## config.mk

```make
export PLATFORM = sky130hd
export DESIGN_NAME = auto_exposure_adapter_top
export DESIGN_NICKNAME = d
export VERILOG_FILES = /design/src/rtl/aea_pkg.sv /design/src/rtl/auto_exposure_adapter_top.sv /design/src/rtl/aea_core.sv
export SDC_FILE = /design/constraint.sdc
export NUM_CORES = 2
export LEC_CHECK = 0
export BUFFER_PORTS_ARGS = -buffer_cell sky130_fd_sc_hd__buf_2
export CELL_PAD_IN_SITES_DETAIL_PLACEMENT = 1
export CELL_PAD_IN_SITES_GLOBAL_PLACEMENT = 1
export CORE_MARGIN = 3
export CORE_UTILIZATION = 45
export CTS_BUF_LIST = sky130_fd_sc_hd__clkbuf_4 sky130_fd_sc_hd__clkbuf_8
export DETAILED_ROUTE_END_ITERATION = 7
export PLACE_DENSITY = 0.73
export SLEW_MARGIN = 20
export SYNTH_ARGS = -nofsm -noshare
export SYNTH_HDL_FRONTEND = slang
export SYNTH_SLANG_ARGS = --single-unit
export TNS_END_PERCENT = 5
```

## constraint.sdc

```tcl
create_clock -name clock -period 12.5 [get_ports clock]
set_clock_uncertainty 0.1 [all_clocks]
set_input_delay 1.25 -clock clock [delete_from_list [all_inputs] [get_ports clock]]
set_output_delay 1.25 -clock clock [all_outputs]
set_load 0.02 [all_outputs]
```

## src/rtl/aea_pkg.sv

```systemverilog
// ----------------------------------------------------------------------------
// aea_pkg: shared definitions for the auto-exposure adapter
// Field widths, fixed-point constants, register indexes, the configuration
// and status structs, and the reciprocal table used by the series divider.
// ----------------------------------------------------------------------------
package aea_pkg;

   localparam int LUM_W = 16;
   localparam int DT_W = 16;
   localparam int SPEED_W = 16;
   localparam int EXPO_W = 24;

   localparam int CSR_IDX_W = 8;
   localparam int CSR_DATA_W = 24;

   localparam logic [CSR_IDX_W-1:0] CSR_ADAPT_RATE = 8'd0;
   localparam logic [CSR_IDX_W-1:0] CSR_KEY_VALUE = 8'd1;
   localparam logic [CSR_IDX_W-1:0] CSR_EXPO_FLOOR = 8'd2;
   localparam logic [CSR_IDX_W-1:0] CSR_EXPO_CEIL = 8'd3;

   localparam logic [SPEED_W-1:0] ADAPT_RATE_RST = 16'd256;
   localparam logic [EXPO_W-1:0] KEY_VALUE_RST = 24'd11796;
   localparam logic [EXPO_W-1:0] EXPO_FLOOR_RST = 24'd0;
   localparam logic [EXPO_W-1:0] EXPO_CEIL_RST = 24'hFFFFFF;
   localparam logic [EXPO_W-1:0] EXPOSURE_RST = 24'h010000;
   localparam logic [EXPO_W-1:0] EXPO_MAX = 24'hFFFFFF;

   // Range reduction, series and product widths.
   localparam logic [31:0] LN2_Q32 = 32'hB17217F8;
   localparam int MAG_W = 41;
   localparam int Q_W = 10;
   localparam int CNT_W = 4;
   localparam int N_W = 11;
   localparam int SUM_W = 33;
   localparam int E_W = 57;
   localparam int K_W = 4;
   localparam int SHL_W = 5;
   localparam int MUL_A_W = 33;
   localparam int MUL_B_W = 32;
   localparam int MUL_W = MUL_A_W + MUL_B_W;
   localparam int LUM_SHIFT = 21;
   localparam int PROD_SHIFT = 8;

   localparam logic [CNT_W-1:0] RED_LAST_BIT = CNT_W'(Q_W - 1);
   localparam logic [K_W-1:0] TAYLOR_FIRST = 4'd2;
   localparam logic [K_W-1:0] TAYLOR_LAST = 4'd12;
   localparam logic [SUM_W-1:0] ONE_Q32 = 33'h1_0000_0000;

   typedef struct packed {
      logic [SPEED_W-1:0] adapt_rate;
      logic [EXPO_W-1:0] key_value;
      logic [EXPO_W-1:0] expo_floor;
      logic [EXPO_W-1:0] expo_ceil;
   } aea_cfg_type;

   typedef struct packed {
      logic busy;
      logic done;
   } aea_status_type;

   // floor(2^32 / k) for the series terms.
   function automatic logic [31:0] taylor_recip(input logic [K_W-1:0] k);
      logic [31:0] m;
      case (k)
         4'd2: m = 32'h80000000;
         4'd3: m = 32'h55555555;
         4'd4: m = 32'h40000000;
         4'd5: m = 32'h33333333;
         4'd6: m = 32'h2AAAAAAA;
         4'd7: m = 32'h24924924;
         4'd8: m = 32'h20000000;
         4'd9: m = 32'h1C71C71C;
         4'd10: m = 32'h19999999;
         4'd11: m = 32'h1745D174;
         4'd12: m = 32'h15555555;
         default: m = 32'h00000000;
      endcase
      return m;
   endfunction

endpackage

```

## src/rtl/auto_exposure_adapter_top.sv

```systemverilog
// ----------------------------------------------------------------------------
// auto_exposure_adapter_top: smoothed auto-exposure update
// Each accepted beat runs through the core to the result register; the first
// beat after reset skips the computation and returns the held exposure.
// The two exponential series run on the shared multiplier. A new beat is
// taken only once the core is idle again; req_stall holds off the next one.
// Synchronous reset restores the register defaults and an exposure of 1.0.
// ----------------------------------------------------------------------------
module auto_exposure_adapter_top
   import aea_pkg::*;
(
   input  logic                       clock,
   input  logic                       reset,
   input  logic                       req_valid,
   output logic                       req_stall,
   input  logic signed [LUM_W-1:0]    req_mean_log_lum,
   input  logic [DT_W-1:0]            req_frame_time,
   output logic                       rsp_valid,
   input  logic                       rsp_stall,
   output logic [EXPO_W-1:0]          rsp_exposure,
   input  logic                       csr_valid,
   output logic                       csr_ready,
   input  logic [CSR_IDX_W-1:0]       csr_index,
   input  logic [CSR_DATA_W-1:0]      csr_wdata
);

   aea_cfg_type cfg_ff, cfg_in;
   logic rsp_valid_ff, rsp_valid_in;
   logic [EXPO_W-1:0] rsp_exposure_ff, rsp_exposure_in;

   aea_status_type core_status;
   logic [EXPO_W-1:0] core_exposure;
   logic core_start;
   logic out_ready;

   assign csr_ready = 1'b1;
   assign req_stall = core_status.busy;
   assign core_start = req_valid && !req_stall;
   assign out_ready = !rsp_valid_ff || !rsp_stall;

   always_comb begin
      cfg_in = cfg_ff;
      if (csr_valid && csr_ready) begin
         case (csr_index)
            CSR_ADAPT_RATE: cfg_in.adapt_rate = csr_wdata[SPEED_W-1:0];
            CSR_KEY_VALUE: cfg_in.key_value = csr_wdata[EXPO_W-1:0];
            CSR_EXPO_FLOOR: cfg_in.expo_floor = csr_wdata[EXPO_W-1:0];
            CSR_EXPO_CEIL: cfg_in.expo_ceil = csr_wdata[EXPO_W-1:0];
            default: begin
            end
         endcase
      end
   end

   always_comb begin
      rsp_valid_in = rsp_valid_ff;
      rsp_exposure_in = rsp_exposure_ff;
      if (core_status.done) begin
         rsp_valid_in = 1'b1;
         rsp_exposure_in = core_exposure;
      end else if (!rsp_stall) begin
         rsp_valid_in = 1'b0;
      end
   end

   always_ff @(posedge clock) begin
      if (reset) begin
         cfg_ff.adapt_rate <= ADAPT_RATE_RST;
         cfg_ff.key_value <= KEY_VALUE_RST;
         cfg_ff.expo_floor <= EXPO_FLOOR_RST;
         cfg_ff.expo_ceil <= EXPO_CEIL_RST;
         rsp_valid_ff <= 1'b0;
      end else begin
         cfg_ff <= cfg_in;
         rsp_valid_ff <= rsp_valid_in;
      end
   end

   always_ff @(posedge clock) begin
      rsp_exposure_ff <= rsp_exposure_in;
   end

   aea_core u_core (
      .clock        (clock),
      .reset        (reset),
      .cfg          (cfg_ff),
      .start        (core_start),
      .mean_log_lum (req_mean_log_lum),
      .frame_time   (req_frame_time),
      .out_ready    (out_ready),
      .status       (core_status),
      .exposure     (core_exposure)
   );

   assign rsp_valid = rsp_valid_ff;
   assign rsp_exposure = rsp_exposure_ff;

endmodule

```

## src/rtl/aea_core.sv

```systemverilog
// ----------------------------------------------------------------------------
// aea_core: exposure update sequencer
// One shared multiplier and a compare/subtract stage evaluate two
// exponentials by range reduction and a truncated series, then form the
// target, the blend weight and the clamped exposure, which is held here.
// ----------------------------------------------------------------------------
module aea_core
   import aea_pkg::*;
(
   input  logic                     clock,
   input  logic                     reset,
   input  aea_cfg_type              cfg,
   input  logic                     start,
   input  logic signed [LUM_W-1:0]  mean_log_lum,
   input  logic [DT_W-1:0]          frame_time,
   input  logic                     out_ready,
   output aea_status_type           status,
   output logic [EXPO_W-1:0]        exposure
);

   typedef enum logic [16:0] {
      ST_IDLE    = 17'h00001,
      ST_RED     = 17'h00002,
      ST_RFIN    = 17'h00004,
      ST_TMUL    = 17'h00008,
      ST_TREC    = 17'h00010,
      ST_TCHK    = 17'h00020,
      ST_TADD    = 17'h00040,
      ST_SHIFT   = 17'h00080,
      ST_TGT_HI  = 17'h00100,
      ST_TGT_LO  = 17'h00200,
      ST_TGT_ADD = 17'h00400,
      ST_WPROD   = 17'h00800,
      ST_WSTART  = 17'h01000,
      ST_WGT     = 17'h02000,
      ST_BLEND   = 17'h04000,
      ST_APPLY   = 17'h08000,
      ST_OUT     = 17'h10000
   } state_type;

   state_type state_ff, state_in;
   logic first_ff, first_in;
   logic [EXPO_W-1:0] cur_ff, cur_in;

   logic phase_ff, phase_in;
   logic [DT_W-1:0] dt_ff, dt_in;
   logic [MAG_W-1:0] rem_ff, rem_in;
   logic neg_ff, neg_in;
   logic [Q_W-1:0] q_ff, q_in;
   logic [CNT_W-1:0] cnt_ff, cnt_in;
   logic [N_W-1:0] n_ff, n_in;
   logic [31:0] r_ff, r_in;
   logic [31:0] term_ff, term_in;
   logic [SUM_W-1:0] sum_ff, sum_in;
   logic [K_W-1:0] k_ff, k_in;
   logic [31:0] x_ff, x_in;
   logic [31:0] q0_ff, q0_in;
   logic [E_W-1:0] e_ff, e_in;
   logic [EXPO_W-1:0] target_ff, target_in;
   logic [SUM_W-1:0] w_ff, w_in;
   logic [EXPO_W-1:0] diff_ff, diff_in;
   logic up_ff, up_in;
   logic [MUL_W-1:0] mul_ff, mul_in;

   logic [MUL_A_W-1:0] mul_a;
   logic [MUL_B_W-1:0] mul_b;
   logic [LUM_W:0] lum_ext;
   logic [LUM_W:0] lum_abs;
   logic [MAG_W-1:0] red_cand;
   logic [31:0] r_sel;
   logic [31:0] chk;
   logic [31:0] quo;
   logic [N_W-1:0] sh_r;
   logic [EXPO_W:0] tsum;
   logic [EXPO_W-1:0] step;
   logic [EXPO_W-1:0] moved;
   logic [EXPO_W-1:0] low_bound;

   assign lum_ext = {mean_log_lum[LUM_W-1], mean_log_lum};
   assign lum_abs = lum_ext[LUM_W] ? (~lum_ext + (LUM_W+1)'(1)) : lum_ext;
   assign red_cand = MAG_W'(LN2_Q32) << cnt_ff;
   assign chk = x_ff - mul_ff[31:0];
   assign quo = (chk >= 32'(k_ff)) ? (q0_ff + 32'd1) : q0_ff;
   assign sh_r = N_W'(0) - n_ff;
   assign tsum = {1'b0, target_ff} + {1'b0, mul_ff[55:32]};
   assign step = mul_ff[55:32];
   assign moved = up_ff ? (cur_ff + step) : (cur_ff - step);
   assign low_bound = (moved < cfg.expo_floor) ? cfg.expo_floor : moved;

   always_comb begin
      if (!neg_ff) begin
         r_sel = rem_ff[31:0];
      end else if (rem_ff == MAG_W'(0)) begin
         r_sel = 32'd0;
      end else begin
         r_sel = LN2_Q32 - rem_ff[31:0];
      end
   end

   always_comb begin
      state_in = state_ff;
      first_in = first_ff;
      cur_in = cur_ff;
      phase_in = phase_ff;
      dt_in = dt_ff;
      rem_in = rem_ff;
      neg_in = neg_ff;
      q_in = q_ff;
      cnt_in = cnt_ff;
      n_in = n_ff;
      r_in = r_ff;
      term_in = term_ff;
      sum_in = sum_ff;
      k_in = k_ff;
      x_in = x_ff;
      q0_in = q0_ff;
      e_in = e_ff;
      target_in = target_ff;
      w_in = w_ff;
      diff_in = diff_ff;
      up_in = up_ff;
      mul_a = '0;
      mul_b = '0;

      case (state_ff)
         ST_IDLE: begin
            if (start) begin
               if (first_ff) begin
                  first_in = 1'b0;
                  state_in = ST_OUT;
               end else begin
                  dt_in = frame_time;
                  phase_in = 1'b0;
                  rem_in = MAG_W'(lum_abs) << LUM_SHIFT;
                  neg_in = !mean_log_lum[LUM_W-1] && (mean_log_lum != '0);
                  q_in = '0;
                  cnt_in = RED_LAST_BIT;
                  state_in = ST_RED;
               end
            end
         end
         ST_RED: begin
            if (rem_ff >= red_cand) begin
               rem_in = rem_ff - red_cand;
               q_in = {q_ff[Q_W-2:0], 1'b1};
            end else begin
               q_in = {q_ff[Q_W-2:0], 1'b0};
            end
            if (cnt_ff == '0) begin
               state_in = ST_RFIN;
            end else begin
               cnt_in = cnt_ff - CNT_W'(1);
            end
         end
         ST_RFIN: begin
            if (!neg_ff) begin
               n_in = {1'b0, q_ff};
            end else if (rem_ff == MAG_W'(0)) begin
               n_in = ~{1'b0, q_ff} + N_W'(1);
            end else begin
               n_in = ~{1'b0, q_ff};
            end
            r_in = r_sel;
            term_in = r_sel;
            sum_in = ONE_Q32 + SUM_W'(r_sel);
            k_in = TAYLOR_FIRST;
            state_in = ST_TMUL;
         end
         ST_TMUL: begin
            mul_a = MUL_A_W'(term_ff);
            mul_b = r_ff;
            state_in = ST_TREC;
         end
         ST_TREC: begin
            mul_a = MUL_A_W'(mul_ff[63:32]);
            mul_b = taylor_recip(k_ff);
            x_in = mul_ff[63:32];
            state_in = ST_TCHK;
         end
         ST_TCHK: begin
            mul_a = MUL_A_W'(mul_ff[63:32]);
            mul_b = MUL_B_W'(k_ff);
            q0_in = mul_ff[63:32];
            state_in = ST_TADD;
         end
         ST_TADD: begin
            term_in = quo;
            sum_in = sum_ff + SUM_W'(quo);
            if (k_ff == TAYLOR_LAST) begin
               state_in = ST_SHIFT;
            end else begin
               k_in = k_ff + K_W'(1);
               state_in = ST_TMUL;
            end
         end
         ST_SHIFT: begin
            if (!n_ff[N_W-1]) begin
               e_in = E_W'(sum_ff) << n_ff[SHL_W-1:0];
            end else if (sh_r[N_W-1:6] != '0) begin
               e_in = '0;
            end else begin
               e_in = E_W'(sum_ff >> sh_r[5:0]);
            end
            state_in = phase_ff ? ST_WGT : ST_TGT_HI;
         end
         ST_TGT_HI: begin
            mul_a = MUL_A_W'(cfg.key_value);
            mul_b = MUL_B_W'(e_ff[E_W-1:32]);
            state_in = ST_TGT_LO;
         end
         ST_TGT_LO: begin
            if (mul_ff > MUL_W'(EXPO_MAX)) begin
               target_in = EXPO_MAX;
               state_in = ST_WPROD;
            end else begin
               target_in = mul_ff[EXPO_W-1:0];
               mul_a = MUL_A_W'(cfg.key_value);
               mul_b = e_ff[31:0];
               state_in = ST_TGT_ADD;
            end
         end
         ST_TGT_ADD: begin
            target_in = tsum[EXPO_W] ? EXPO_MAX : tsum[EXPO_W-1:0];
            state_in = ST_WPROD;
         end
         ST_WPROD: begin
            mul_a = MUL_A_W'(dt_ff);
            mul_b = MUL_B_W'(cfg.adapt_rate);
            state_in = ST_WSTART;
         end
         ST_WSTART: begin
            rem_in = MAG_W'(mul_ff[31:0]) << PROD_SHIFT;
            neg_in = (mul_ff[31:0] != 32'd0);
            q_in = '0;
            cnt_in = RED_LAST_BIT;
            phase_in = 1'b1;
            state_in = ST_RED;
         end
         ST_WGT: begin
            w_in = ONE_Q32 - e_ff[SUM_W-1:0];
            up_in = (target_ff >= cur_ff);
            diff_in = (target_ff >= cur_ff) ? (target_ff - cur_ff) : (cur_ff - target_ff);
            state_in = ST_BLEND;
         end
         ST_BLEND: begin
            mul_a = w_ff;
            mul_b = MUL_B_W'(diff_ff);
            state_in = ST_APPLY;
         end
         ST_APPLY: begin
            cur_in = (low_bound > cfg.expo_ceil) ? cfg.expo_ceil : low_bound;
            state_in = ST_OUT;
         end
         ST_OUT: begin
            if (out_ready) begin
               state_in = ST_IDLE;
            end
         end
         default: begin
            state_in = ST_IDLE;
         end
      endcase
   end

   assign mul_in = MUL_W'(mul_a) * MUL_W'(mul_b);

   always_ff @(posedge clock) begin
      if (reset) begin
         state_ff <= ST_IDLE;
         first_ff <= 1'b1;
         cur_ff <= EXPOSURE_RST;
      end else begin
         state_ff <= state_in;
         first_ff <= first_in;
         cur_ff <= cur_in;
      end
   end

   always_ff @(posedge clock) begin
      phase_ff <= phase_in;
      dt_ff <= dt_in;
      rem_ff <= rem_in;
      neg_ff <= neg_in;
      q_ff <= q_in;
      cnt_ff <= cnt_in;
      n_ff <= n_in;
      r_ff <= r_in;
      term_ff <= term_in;
      sum_ff <= sum_in;
      k_ff <= k_in;
      x_ff <= x_in;
      q0_ff <= q0_in;
      e_ff <= e_in;
      target_ff <= target_in;
      w_ff <= w_in;
      diff_ff <= diff_in;
      up_ff <= up_in;
      mul_ff <= mul_in;
   end

   assign status.busy = (state_ff != ST_IDLE);
   assign status.done = (state_ff == ST_OUT) && out_ready;
   assign exposure = cur_ff;

endmodule

```

==> results_dict.tcl <==
set metrics [dict create \
    viasPerCell 6.08 \
    rows 149 \
    globalRouteTotalUtil_pct 36.7 \
    clkSlewWorstSetupHoldPaths_ns 0.07 \
    synth.area.top_cells "fa_1, edfxtp_1, ha_1, nand2_1, inv_1" \
    period_needed_ns 11.83 \
    yosysWarnings 0 \
    cts_setup_buffers 0 \
    required_ns 13.15 \
    worstSetupPathType "reg2reg" \
    cp_max_fo 56 \
    synthFlopType "edfxtp_1" \
    report.final.slew_viol_count 0 \
    slew_headroom_pct 16.2 \
    ios 96 \
    antenna_found_initial 26 \
    initial_core_util_pct 45.4 \
    period_share_pct 94.7 \
    ys_seq_area_share_pct 22.3 \
    cts_hold_buf 0 \
    layout-drive-gt1-share_pct 8.01 \
    tightest_slew_ns 1.25 \
    grt_max_degree 69 \
    setup_tns_ns 0 \
    wire_per_inst_um 29.7 \
    hold_class "reg2reg" \
    place.port_buffers 94 \
    cts_tree "done" \
    place_congestion 0.971 \
    critPathMaxStageDelay_ns 0.63 \
    setup_violations 0 \
    antenna_left 0 \
    grt_pass1_vias 67800 \
    die_area_um2 172000 \
    cp_data_arrival_time_ns 12.49 \
    finalPower_mw 5.07 \
    vdd_drop_max_uv 88.7 \
    p_leak_nw 36.6 \
    start_kind "flip-flop" \
    max_freq_mhz 84.5 \
    cts-root-buf "clkbuf_8" \
    areaGrowthSynthToFinish_pct 8.23 \
    clkLatencyLatePin_ns 0.89 \
    place_area_um2 78600 \
    num_vias 65300 \
    drc 0 \
    synth.avg_cell_area_um2 8.89 \
    drt-initial-drc-count 6876 \
    synth_edf_count 412 \
    die_w_um 414 \
    grt_overflow 0 \
    h-tree-depth 3 \
    hold_ws_ns 0.363 \
    pwr_density_cell_nw_per_um2 62.4 \
    end_kind "flip-flop" \
    status "completed" \
    cp_common_cell "fa_1" \
    slowest_stage "nand2_1" \
    post_cts_resized 0 \
    yosysTopAreaCellShare_pct 24.9 \
    rsz0062_at_grt "false" \
    nFillCells 19300 \
    drv_cap 0 \
    cts_buffer_depth 3 \
    grt_pass1_wl_um 462000 \
    wirelength_um 319000 \
    finalHoldViolations 0 \
    hpwl_um 255000 \
    cts_sinks 629 \
    cts_buffers 111 \
    final_nets 9970 \
    core_area_um2 165000 \
    async_reset_ff_share_pct 0 \
    die_y_um 414 \
    ys_ff_latch 629 \
    synth.distinct_cells 107 \
    synth_area_um2 75000 \
    stdcell_area_um2 81200 \
    syn_inst 8437 \
    yosysTopAreaCell "fa_1" \
    drt-pass1-iter-count 6 \
]
## cell families (layout without fill, tap and decap cells)
logic type	count (synthesis)	in the layout	synth area share (%)
and+or+nand+nor	2821	2821	16.5
AOI/OAI and AO/OA	1435	1435	12.7
muxes	187	187	3.24
adders and majority gates	1462	1462	33.7
xor gates and xnor gates	269	269	3.14
other	2	24	0.0100
buffers and inverters	1632	1723	8.48
DFF	629	629	22.3
## metrics by stage
step	setup slack, ns	util (%)	std cells
5_1_grt	0.191	49.1	10700
3_5_place_dp	0.928	47.5	10500
4_1_cts	0.869	49.1	10700
6_report	0.665	49.1	10700
3_3_place_gp	0.785	47.5	10500
2_1_floorplan	0.263	-	8444
## worst max-delay path: cells and delay by family, from the launching register on
| kind | cells | cell delay, ns |
|---|---|---|
| buffers and inverters | 5 | 1.13 |
| adders and majority gates | 10 | 4.57 |
| and+or+nand+nor | 11 | 2.89 |
| AOI/OAI and AO/OA | 9 | 2.37 |
| DFF | 1 | 0.45 |
| xor gates and xnor gates | 1 | 0.14 |
## Yosys cell counts, types with 51 or more instances
| cell type | instances |
|---|---|
| a22oi_1 | 67 |
| xnor2_1 | 157 |
| nand4_1 | 64 |
| a211oi_1 | 70 |
| nand2_1 | 1234 |
| o21ai_0 | 218 |
| fa_1 | 932 |
| nor3_1 | 101 |
| a21o_1 | 107 |
| nor4_1 | 52 |
| clkbuf_1 | 271 |
| ha_1 | 530 |
| and2_1 | 85 |
| inv_1 | 1209 |
| o31ai_1 | 57 |
| o21a_1 | 51 |
| mux2i_1 | 108 |
| xor2_1 | 112 |
| a21oi_1 | 414 |
| buf_2 | 106 |
| nand3_1 | 115 |
| nor2_1 | 858 |
| dfxtp_1 | 217 |
| edfxtp_1 | 412 |
| a31oi_1 | 66 |
| nor2b_1 | 64 |
## where the power goes
| group | switching, mW | leakage, nW | total, mW | internal, mW |
|---|---|---|---|---|
| clock network | 1.04 | 1.33 | 2.28 | 1.24 |
| logic | 0.331 | 29.6 | 0.481 | 0.150 |
| registers | 0.0481 | 5.66 | 2.30 | 2.25 |
## layout by cell type, fill, tap and decap left out, types with 93 or more instances in the layout
cell,synthesis,layout
a21o_1,107,107
a21oi_1,414,413
buf_2,106,93
buf_4,15,200
clkbuf_8,0,123
dfxtp_1,217,217
edfxtp_1,412,412
fa_1,932,932
ha_1,530,530
inv_1,1209,1205
mux2i_1,108,108
nand2_1,1234,1232
nand3_1,115,114
nor2_1,858,854
nor3_1,101,100
o21ai_0,218,217
xnor2_1,157,155
xor2_1,112,110
## area by class of cell
cell class / count / area (µm²) / share of cell area [%]
Antenna cell: 15 / 37.5 / 0.0462
Clock inverter: 65 / 711 / 0.875
Tap cell: 2189 / 2740 / 3.37
Clock buffer: 144 / 1850 / 2.28
Timing Repair Buffer: 300 / 2110 / 2.59
Sequential cell: 629 / 16700 / 20.6
Inverter: 1214 / 4560 / 5.61
Multi-Input combinational cell: 6183 / 52500 / 64.6
## routing by layer
layer	share of wire, %	track usage (%)	vias to the layer above
met5	0.022	0	-
met4	5.8	18.7	10
met3	8.3	6.50	651
met2	45	57.8	2850
met1	40	48.6	33800
li1	-	-	28000
## state kept, by name, summed over array words and instances, names as in the netlist, 4 cells and up, named ones only
register          cells
cfg_ff               88
rsp_exposure         24
u_core.cnt_ff         4
u_core.diff_ff       24
u_core.dt_ff         16
u_core.e_ff          57
u_core.exposure      24
u_core.k_ff           4
u_core.mul_ff        65
u_core.n_ff          11
u_core.q0_ff         32
u_core.q_ff          10
u_core.r_ff          32
u_core.rem_ff        41
u_core.state_ff      17
u_core.sum_ff        33
u_core.target_ff     24
u_core.term_ff       32
u_core.w_ff          33
u_core.x_ff          32
## final timing paths
path	from	end	slack [ns]	cells after the start
hold / removal	cfg_ff[25]	cfg_ff[25]	0.36	2
hold reg to reg	cfg_ff[25]	cfg_ff[25]	0.36	2
setup reg to reg	u_core.mul_ff[33]	u_core.mul_ff[59]	0.67	36
setup / recovery	u_core.mul_ff[33]	u_core.mul_ff[59]	0.67	36
No activity file was read; power rests on OpenSTA's default activity.
